==> config.mk <==
export PLATFORM = sky130hd
export DESIGN_NAME = dtf_cfg_regs
export DESIGN_NICKNAME = d
export VERILOG_FILES = /design/src/rtl/core/dtf_pkg.sv /design/src/rtl/core/dtf_cfg_regs.sv
export SDC_FILE = /design/constraint.sdc
export NUM_CORES = 1
export LEC_CHECK = 0
export ABC_AREA = 0
export BUFFER_PORTS_ARGS = -buffer_cell sky130_fd_sc_hd__buf_2
export CAP_MARGIN = 25
export CORE_AREA = 2 2 142 75
export DETAILED_ROUTE_END_ITERATION = 7
export DIE_AREA = 0 0 144 77
export GPL_TIMING_DRIVEN = 0
export PLACE_DENSITY = 0.8
export SYNTH_ARGS = -nofsm -noshare
export SYNTH_HDL_FRONTEND = slang
export SYNTH_SLANG_ARGS = --single-unit
==> constraint.sdc <==
create_clock -name clk -period 0.97 [get_ports clk]
set_clock_uncertainty 0.15 [all_clocks]
set_input_delay 0.0485 -clock clk [delete_from_list [all_inputs] [get_ports clk]]
set_output_delay 0.0485 -clock clk [all_outputs]
set_load 0.005 [all_outputs]
==> src/rtl/core/dtf_pkg.sv <==
// Shared types and constants of the degenerate triangle filter.
package dtf_pkg;

  localparam int VERTEX_DEPTH_DEF = 4096;
  localparam int COORD_WIDTH_DEF  = 16;

  localparam int COUNT_W  = 13;
  localparam int THRESH_W = 63;
  localparam int INDEX_W  = 32;
  localparam int FIELD_W  = 16;
  localparam int SLOT_W   = 12;

  localparam logic [THRESH_W-1:0] THRESH_RESET = 63'd4295;

  localparam logic [1:0] VERDICT_KEPT   = 2'd0;
  localparam logic [1:0] VERDICT_RANGE  = 2'd1;
  localparam logic [1:0] VERDICT_DUP    = 2'd2;
  localparam logic [1:0] VERDICT_FLAT   = 2'd3;

  typedef struct packed {
    logic [COUNT_W-1:0]  vertex_count;
    logic [THRESH_W-1:0] flat_threshold;
  } dtf_cfg_t;

endpackage

==> src/rtl/core/dtf_cfg_regs.sv <==
// APB register file holding the vertex count and the flatness threshold.
module dtf_cfg_regs (
  input  logic              clk,
  input  logic              rst,
  input  logic              psel,
  input  logic              penable,
  input  logic              pwrite,
  input  logic [3:0]        paddr,
  input  logic [63:0]       pwdata,
  output logic [63:0]       prdata,
  output logic              pready,
  output dtf_pkg::dtf_cfg_t cfg
);
  import dtf_pkg::*;

  logic wr_en;

  assign pready = 1'b1;
  assign wr_en  = psel && penable && pwrite;

  // Registers sit at 8-byte spacing; address bit 3 picks the register.
  always_ff @(posedge clk) begin
    if (rst) begin
      cfg.vertex_count   <= '0;
      cfg.flat_threshold <= THRESH_RESET;
    end else if (wr_en) begin
      if (paddr[3]) begin
        cfg.flat_threshold <= pwdata[THRESH_W-1:0];
      end else begin
        cfg.vertex_count <= pwdata[COUNT_W-1:0];
      end
    end
  end

  always_comb begin
    if (paddr[3]) begin
      prdata = {{(64-THRESH_W){1'b0}}, cfg.flat_threshold};
    end else begin
      prdata = {{(64-COUNT_W){1'b0}}, cfg.vertex_count};
    end
  end

endmodule

==> run summary, run 1 <==
Status = finished, violations left
Failing checks = negative setup slack
Power per cell area = 1130 mW/mm^2
Slowest CP cell = dfxtp_2
Vias in the first global route = 4194
Vias = 4152
FF+latch count, synth = 76
Number of diodes = 0
Worst R2R Path Depth = 4
Fill cells = 649
Area occupied by multi-input gates = 0.00225 sq mm
CP cell instances = mux2_4, buf_6
Inst Count DP = 745
Comb pwr share = 15.5%
Finished Core Util = 74.8%
Largest net degree at the start of global routing = 14
TritonCTS clock tree = done
Synth Warn # = 0
Post-Syn Nets = 472
Initial Util = 39.9%
Max incr delay on CP = 340 ps
DRC = 0
Final GP Congestion = 0.833
Layout cells sized above 1 = 57.6%
Worst VDD drop = 0.000858 V
Final Non-Filler Cells = 876
Post-layout min period = 1270 ps
Clk pin slew, worst setup/hold paths = 60 ps
Synthesized area per cell = 9.85 sq um
CP endpoint kind = output pin
Register area share after synthesis = 38.7%
Data required, critical path = 770 ps
Core area = 0.00986 sq mm
R2R Path End = cfg[69]
DRT Wirelength = 15.2 mm
WP buf/inv = 1
Clk_lat worst skew = 330 ps
Synth area leader = dfxtp_1
Grt ovf = 0
CP startpoint kind = flop
Largest reg by FF count = cfg
Leakage = 3.39 nW
IO Count = 214
DRT Pass-1 Iters = 4
Syn Inst Count = 399
CTS Buf Count = 9
Worst Setup SP = cfg[2]
H-tree levels = 3
Synth area leaders = dfxtp_1 39%, nand2b_1 21%, mux2i_1 19%
Int Pwr = 6.39 mW
Num Clock Sinks = 76
Data arrival time of the worst path = 1070 ps
Switching part of the total = 23.0%
Row cnt = 26
P&R area growth vs syn = 87.6%
Reg-to-reg slack, setup = -20 ps
Switching power = 1.91 mW
Hold_sp = penable
Routed len/inst = 17.3 um
Worst Hold Class = in2reg
Routed Antenna Nets = 0
Hold path depth = 3
CP top delay family = flip-flops
Sequential share of power = 39.4%
First-pass GRT wire length = 20.6 mm
Die Y-Extent = 77 um
Worst Hold Path EP = cfg[74]
MaxCap Viol Count = 0
Root buffer cell = clkbuf_16
Setup slack after layout = -296 ps
Yosys top cell area share = 38.7%
Clk pwr share = 45.2%
RSZ-0062 raised after global routing = true
Period utilisation layout = 131%
Die footprint = 0.0111 sq mm
Die width = 144 um
Final Max Tran Viols = 0
Unique masters post-synth = 16
Placed cell areas = 0.00514 sq mm
# nets final = 804
Synthesized cell area = 0.00393 sq mm
Critical path type = reg2out
Number of antenna violations at the first check in global routing = 0
Reg2reg start = cfg[69]
Max Clk Rate = 790 MHz
Final Hold Viols = 0
DRT iter0 DRCs = 128
Top flop regs = cfg (76)
Maximum clock path buffer count = 2
Final setup fails = 126
Drt via density = 4.74
Post-DP HPWL = 8.44 mm
Reg area = 0.00162 sq mm
Port Buffers = 206
Final Instance Area = 0.00737 sq mm
Setup TNS = -13450 ps
Worst Path Max Fanout = 3
Global Route Usage Sum = 23.8%
Max reg flops = 76
[tightest hold or removal path: cells and delay by family]
family,cells,cell delay [ps]
buffers and inverters,1,120
muxes,1,90
and+or+nand+nor,1,170
[repair_timing]
action                                 CTS  global route
pin swaps                                1             0
setup endpoints to repair              139           189
setup buffers                           32            31
hold buffers                            63             0
endpoints found under the hold margin   76             0
gates resized for setup                139           125
[routing by layer]
metal  GRT usage (%)  part of all wire [%]
met1            28.2                    40
met2            42.3                    51
met3            6.56                   6.6
met4            6.27                   1.9
met5               0                     0
[how the worst max path moves through the flow]
stage / slack [ps] / to / cells past startpoint
2_1_floorplan: 30 / cfg[20] / 5
5_1_grt: -320 / prdata[2] / 2
3_5_place_dp: -540 / prdata[14] / 5
6_report: -300 / prdata[2] / 2
3_3_place_gp: -440 / prdata[60] / 5
4_1_cts: -280 / prdata[4] / 2
[layout by cell type, fill, tap and decap left out, types with 3 or more instances in the layout]
cell type,n
mux2_4,6
buf_4,23
buf_12,7
clkbuf_16,9
mux2i_1,76
clkbuf_2,8
and2_4,33
clkbuf_8,3
dfxtp_2,76
nor2_1,11
dlygate4sd3_1,63
mux2_2,7
clkbuf_1,8
nand2b_1,133
and2_1,17
buf_6,118
buf_2,125
[power groups by stage]
stage / clock (mW) / combinational [mW] / sequential, mW
2_1_floorplan: 0 / 0.444 / 3.31
3_3_place_gp: 0 / 0.803 / 3.31
3_5_place_dp: 0 / 0.819 / 3.31
4_1_cts: 3.80 / 1.13 / 3.26
5_1_grt: 3.95 / 1.37 / 3.27
6_report: 3.75 / 1.28 / 3.27
[logic make-up (layout without fill, tap and decap cells)]
family / Yosys count / after routing / share of synthesized area (%)
buffers and inverters: 33 / 370 / 6.65
flip-flops: 76 / 76 / 38.7
multiplexers: 89 / 89 / 23.1
other: 2 / 2 / 0.191
AND/OR/NAND/NOR: 199 / 199 / 31.4
[synthesized netlist by cell type, drive strengths merged]
cell    number
nand2b     133
dfxtp       76
mux2i       76
and2        50
clkbuf      18
buf         15
mux2        13
nor2        12
conb         2
and4         1
and4b        1
nand4        1
nand4b       1
[stage by stage]
step	setup slack [ps]	total power [mW]	hold slack, ps
after detailed placement	-539	4.13	166
after global routing	-325	8.60	2.84
after floorplan	25.2	3.75	53.8
final	-296	8.30	14.3
after global placement	-445	4.11	162
after CTS	-282	8.19	-7.07
[layout make-up]
type                    instances  area share [%]
repair buffers                321            36.6
multi-input cells             290            30.6
flip-flops and latches         76            21.9
plain buffers                  33            3.95
clock buffers                  11            3.43
well taps                     140            2.38
clock inverters                 5            1.14
Power figures use the tool's default switching activity.
==> run 2: changes to the inputs <==
--- a/config.mk
+++ b/config.mk
@@ -8,11 +8,11 @@
 export ABC_AREA = 0
 export BUFFER_PORTS_ARGS = -buffer_cell sky130_fd_sc_hd__buf_2
 export CAP_MARGIN = 25
-export CORE_AREA = 2 2 142 75
+export CORE_AREA = 2 2 136 72
 export DETAILED_ROUTE_END_ITERATION = 7
-export DIE_AREA = 0 0 144 77
+export DIE_AREA = 0 0 138 74
 export GPL_TIMING_DRIVEN = 0
-export PLACE_DENSITY = 0.8
+export PLACE_DENSITY = 0.83
 export SYNTH_ARGS = -nofsm -noshare
 export SYNTH_HDL_FRONTEND = slang
 export SYNTH_SLANG_ARGS = --single-unit
==> constraint.sdc (replaced) <==
create_clock -name clk -period 1.31 [get_ports clk]
set_clock_uncertainty 0.15 [all_clocks]
set_input_delay 0.0655 -clock clk [delete_from_list [all_inputs] [get_ports clk]]
set_output_delay 0.0655 -clock clk [all_outputs]
set_load 0.005 [all_outputs]
==> run 2 against run 1 <==
The run now ends clean. Combinational power is 40% lower. Utilization shrank 7.2 points. First-iteration DRC count increased by 0.78%. Critical path depth stayed put. Hold slack improved by 38 ps. Final area fell by 17%. Sequential power decreased by 27%. Critical endpoint is now prdata[6].
==> run summary, run 2 (same netlist as run 1, synthesis figures left out) <==
Grt ovf = 0 (unchanged)
Status = completed (was finished, violations left)
Number of antenna violations at the first check in global routing = 0 (unchanged)
# nets final = 752 (was 804)
DRT Pass-1 Iters = 4 (unchanged)
Initial Util = 43.3% (was 39.9%)
Maximum clock path buffer count = 2 (unchanged)
Drt via density = 4.69 (was 4.74)
Final Hold Viols = 0 (unchanged)
Levels on crit path = 2 (unchanged)
Final GP Congestion = 0.793 (was 0.833)
Final Max Tran Viols = 0 (unchanged)
Row cnt = 25 (was 26)
Post-layout min period = 1270 ps
Setup slack after layout = 38.6 ps (was -296 ps)
Slowest CP cell = dfxtp_1 (was dfxtp_2)
Largest net degree at the start of global routing = 13 (was 14)
DRC = 0 (unchanged)
DRT iter0 DRCs = 129 (was 128)
Max Clk Rate = 787 MHz
Routed Antenna Nets = 0 (unchanged)
Finished Core Util = 67.6% (was 74.8%)
Overall power = 6.25 mW (was 8.30 mW)
Vias in the first global route = 3788 (was 4194)
Worst R2R Path Depth = 2 (was 4)
Top flop regs = cfg (76) (unchanged)
Leakage = 2.92 nW (was 3.39 nW)
Port Buffers = 206 (unchanged)
WP buf/inv = 1 (unchanged)
CP startpoint kind = flop (unchanged)
Die width = 138 um (was 144 um)
H-tree levels = 3 (unchanged)
Critical path type = reg2out (unchanged)
Commonest non-fill, non-tap cell in the layout = buf_2 (was nand2b_1)
Die Y-Extent = 74 um (was 77 um)
Data required, critical path = 1090 ps (was 770 ps)
Max reg flops = 76 (unchanged)
Global Route Usage Sum = 23.8% (about the same)
RSZ-0062 raised after global routing = false (was true)
DRT Wirelength = 12.3 mm (was 15.2 mm)
First-pass GRT wire length = 19.0 mm (was 20.6 mm)
Final setup fails = 0 (was 126)
TritonCTS clock tree = done (unchanged)
Power per cell area = 1020 mW/mm^2 (was 1130 mW/mm^2)
P&R area growth vs syn = 55.9% (was 87.6%)
Data arrival time of the worst path = 1060 ps (was 1070 ps)
Worst VDD drop = 0.000680 V (was 0.000858 V)
Vias = 3769 (was 4152)
Hold path depth = 3 (unchanged)
Number of diodes = 0 (unchanged)
CP endpoint kind = output pin (unchanged)
Most frequent cells in the layout = 210 x buf_2, 133 x nand2b_1, 76 x mux2i_1, 73 x dfxtp_1, 63 x dlygate4sd3_1 (was 133 x nand2b_1, 125 x buf_2, 118 x buf_6, 76 x mux2i_1, 76 x dfxtp_2)
Clk_lat worst skew = 320 ps (was 330 ps)
IO Count = 214 (unchanged)
Worst Path Max Fanout = 3 (unchanged)
Worst Hold Class = in2reg (unchanged)
Max incr delay on CP = 330 ps (was 340 ps)
Fill cells = 730 (was 649)
Post-CTS setup repair buffer count = 0 (was 32)
Period utilisation layout = 97.1%
Setup TNS = 0 ps (was -13450 ps)
Layout cells sized above 1 = 37.9% (was 57.6%)
Root buffer cell = clkbuf_16 (unchanged)
Num Clock Sinks = 76 (unchanged)
Core area = 0.00907 sq mm (was 0.00986 sq mm)
CP top delay family = flip-flops (unchanged)
Post-DP HPWL = 8.41 mm (was 8.44 mm)
Largest reg by FF count = cfg (unchanged)
Routed len/inst = 15.2 um (was 17.3 um)
Clk pin slew, worst setup/hold paths = 60 ps (about the same)
CTS Buf Count = 9 (unchanged)
Die footprint = 0.0102 sq mm (was 0.0111 sq mm)
Placement Setup Slack = -188 ps (was -539 ps)
MaxCap Viol Count = 0 (unchanged)
CP cell instances = mux2_2, buf_2 (was mux2_4, buf_6)
run 2: changes by cell type in the layout (fill, tap and decap cells not counted), sizes merged:
cell / change
bufinv: +2
clkinv: -1
buf: -52
clkinvlp: -2
run 2: repair_timing:
| action | CTS | global route |
|---|---|---|
| endpoints found under the hold margin | 76 | 0 |
| gates resized for setup | 1 | 13 |
| hold buffers | 63 | 0 |
| endpoints found under the setup margin | 10 | 49 |
run 2: layout make-up:
cell class,instances,area (sq um),share of cell area [%]
buffer,33,270,4.41
tap,121,151,2.47
multi-input combinational,290,2150,35.0
timing repair buffer,269,1660,27.1
sequential,76,1530,24.9
clock inverter,4,120,1.96
clock buffer,11,253,4.12
run 2: tightest hold or removal path: cells and delay by family:
family	cells	cell delay [ps]
mux	1	90
simple gates	1	190
buf+inv	1	130
run 2: through the flow:
| step | hold WS [ps] | cells | area, sq um |
|---|---|---|---|
| after floorplan | 70.8 | 399 | 3930 |
| after global placement | 178 | 726 | 5110 |
| after detailed placement | 182 | 726 | 5110 |
| after CTS | 37.6 | 804 | 6120 |
| after global routing | 67.2 | 804 | 6130 |
| final | 52.5 | 804 | 6130 |
run 2: final timing paths:
kind	start	end	slack (ps)
min	penable	cfg[72]	50
max	cfg[6]	prdata[6]	40
max reg2reg	cfg[1]	cfg[1]	420
min reg2reg	cfg[36]	cfg[36]	330
run 2: metal layers:
| layer | GRT usage [%] | vias to the layer above | share of wire (%) |
|---|---|---|---|
| met5 | 0 | - | 0 |
| met4 | 8.28 | 0 | 1.1 |
| met3 | 6.31 | 16 | 6.6 |
| met2 | 43.1 | 147 | 49 |
| met1 | 28.2 | 1765 | 43 |
| li1 | - | 1841 | - |
run 2: where the power goes:
part / internal [mW] / switching (mW) / leakage, nW
sequential: 2.36 / 0.0407 / 0.616
clock: 2.15 / 0.935 / 0.182
combinational: 0.452 / 0.314 / 2.12
==> run 3: changes to the inputs <==
--- a/config.mk
+++ b/config.mk
@@ -9,9 +9,11 @@
 export BUFFER_PORTS_ARGS = -buffer_cell sky130_fd_sc_hd__buf_2
 export CAP_MARGIN = 25
 export CORE_AREA = 2 2 136 72
+export CTS_CLUSTER_SIZE = 24
 export DETAILED_ROUTE_END_ITERATION = 7
 export DIE_AREA = 0 0 138 74
 export GPL_TIMING_DRIVEN = 0
+export HOLD_SLACK_MARGIN = 0.12
 export PLACE_DENSITY = 0.83
 export SYNTH_ARGS = -nofsm -noshare
 export SYNTH_HDL_FRONTEND = slang
==> run 3 against run 2 <==
Via count shrank 0.50%. Critical path depth did not move. Clock power is essentially flat. Hold slack better by 170 ps. Final area increased by 0.49%. Sequential cell count unchanged. Largest power group unchanged. Highest routed layer unchanged.
==> run summary, run 3 (same netlist as run 1, synthesis figures left out) <==
Status = completed (unchanged)
Die Y-Extent = 74 um (unchanged)
Commonest non-fill, non-tap cell in the layout = buf_2 (unchanged)
Worst Hold Class = in2reg (unchanged)
Vias = 3750 (was 3769)
Top flop regs = cfg (76) (unchanged)
CTS Buf Count = 9 (unchanged)
Die width = 138 um (unchanged)
P&R area growth vs syn = 56.7% (was 55.9%)
Grt ovf = 0 (unchanged)
Placed cell areas = 0.00511 sq mm (unchanged)
Max Clk Rate = 790 MHz (was 787 MHz)
DRT Wirelength = 12.2 mm (was 12.3 mm)
IO Count = 214 (unchanged)
Drt via density = 4.65 (was 4.69)
Number of antenna violations at the first check in global routing = 0 (unchanged)
Initial Util = 43.3% (unchanged)
H-tree levels = 3 (unchanged)
Row cnt = 25 (unchanged)
First-pass GRT wire length = 19.1 mm (was 19.0 mm)
Period utilisation layout = 96.6% (was 97.1%)
Largest net degree at the start of global routing = 13 (unchanged)
Reg area = 0.00153 sq mm (unchanged)
Final Max Tran Viols = 0 (unchanged)
Final setup fails = 0 (unchanged)
Data required, critical path = 1090 ps (about the same)
CP endpoint kind = output pin (unchanged)
Critical path type = reg2out (unchanged)
CP cell instances = mux2_2, buf_2 (unchanged)
Setup slack after layout = 44.0 ps (was 38.6 ps)
Final Hold Viols = 0 (unchanged)
Routed Antenna Nets = 0 (unchanged)
MaxCap Viol Count = 0 (unchanged)
Data arrival time of the worst path = 1050 ps (was 1060 ps)
Final Instance Area = 0.00616 sq mm (was 0.00613 sq mm)
# nets final = 755 (was 752)
Vias in the first global route = 3818 (was 3788)
Slowest CP cell = dfxtp_1 (unchanged)
Placement Setup Slack = -188 ps (unchanged)
CP startpoint kind = flop (unchanged)
Number of diodes = 0 (unchanged)
Power per cell area = 1020 mW/mm^2 (about the same)
Num Clock Sinks = 76 (unchanged)
Most frequent cells in the layout = 210 x buf_2, 133 x nand2b_1, 76 x mux2i_1, 73 x dfxtp_1, 66 x dlygate4sd3_1 (was 210 x buf_2, 133 x nand2b_1, 76 x mux2i_1, 73 x dfxtp_1, 63 x dlygate4sd3_1)
Largest reg by FF count = cfg (unchanged)
Metal2 WL = 5.97 mm (was 6.04 mm)
Layout cells sized above 1 = 37.8% (was 37.9%)
Final GP Congestion = 0.793 (unchanged)
Worst Path Max Fanout = 3 (unchanged)
DRC = 0 (unchanged)
Fill cells = 724 (was 730)
Clk pin slew, worst setup/hold paths = 60 ps (about the same)
Overall power = 6.26 mW (was 6.25 mW)
Port Buffers = 206 (unchanged)
Die footprint = 0.0102 sq mm (unchanged)
Clk_lat worst skew = 320 ps (about the same)
Post-DP HPWL = 8.41 mm (unchanged)
Highest routed metal layer = met4 (unchanged)
Global Route Usage Sum = 23.8% (about the same)
RSZ-0062 raised after global routing = false (unchanged)
Root buffer cell = clkbuf_16 (unchanged)
Max incr delay on CP = 330 ps (about the same)
Worst VDD drop = 0.000679 V (was 0.000680 V)
DRT Pass-1 Iters = 4 (unchanged)
Maximum clock path buffer count = 2 (unchanged)
Post-layout min period = 1270 ps (about the same)
Core area = 0.00907 sq mm (unchanged)
TritonCTS clock tree = done (unchanged)
Max reg flops = 76 (unchanged)
Routed wl met3 = 660 um (was 814 um)
Routed len/inst = 15.1 um (was 15.2 um)
Area occupied by multi-input gates = 0.00215 sq mm (unchanged)
M1 wire length = 5.43 mm (was 5.28 mm)
Leakage = 2.93 nW (was 2.92 nW)
DRT iter0 DRCs = 110 (was 129)
[run 3: changes by cell type in the layout (fill, tap and decap cells not counted), sizes merged]
cell	previous run	this run
dlygate4sd3	63	66
[run 3: area by class of cell]
type / count / area share, %
plain buffers: 33 / 4.39
multi-input cells: 290 / 34.9
repair buffers: 272 / 27.5
flip-flops and latches: 76 / 24.8
clock inverters: 4 / 1.95
well taps: 121 / 2.46
clock buffers: 11 / 4.10
[run 3: report_power, final]
part	switching [mW]	leakage, nW	internal [mW]
Sequential	0.0406	0.616	2.36
Clock	0.932	0.182	2.15
Combinational	0.314	2.13	0.458
Total	1.29	2.93	4.97
[run 3: metal layers]
| metal | vias to the layer above | GRT usage, % |
|---|---|---|
| met5 | - | 0 |
| met4 | 0 | 8.62 |
| met3 | 12 | 6.18 |
| met2 | 128 | 42.6 |
| met1 | 1763 | 28.5 |
| li1 | 1847 | - |
[run 3: timing repair]
action,4_1_cts,5_1_grt
buffers inserted,0,0
endpoints found under the hold margin,76,0
endpoints found under the setup margin,10,50
resized for setup,1,13
cloned,0,0
hold buffers,66,0
[run 3: final timing paths]
path,cells past startpoint,slack (ps),start,to
setup / recovery,2,40,cfg[9],prdata[9]
hold / removal,4,220,psel,cfg[66]
setup reg to reg,2,440,cfg[42],cfg[42]
hold reg to reg,2,330,cfg[36],cfg[36]
[run 3: worst max-delay path, delay by kind of cell (launching register included)]
kind / cells / cell delay [ps]
buffers and inverters: 1 / 130
flip-flops: 1 / 330
multiplexers: 1 / 270
[run 3: per-stage QoR]
step	utilization [%]	TNS [ps]	instances	hold WS (ps)
after floorplan	-	0	399	70.8
after global placement	56.4	-1220	726	178
after detailed placement	56.4	-1750	726	182
after CTS	67.8	0	807	199
after global routing	67.9	0	807	234
final	67.9	0	807	223
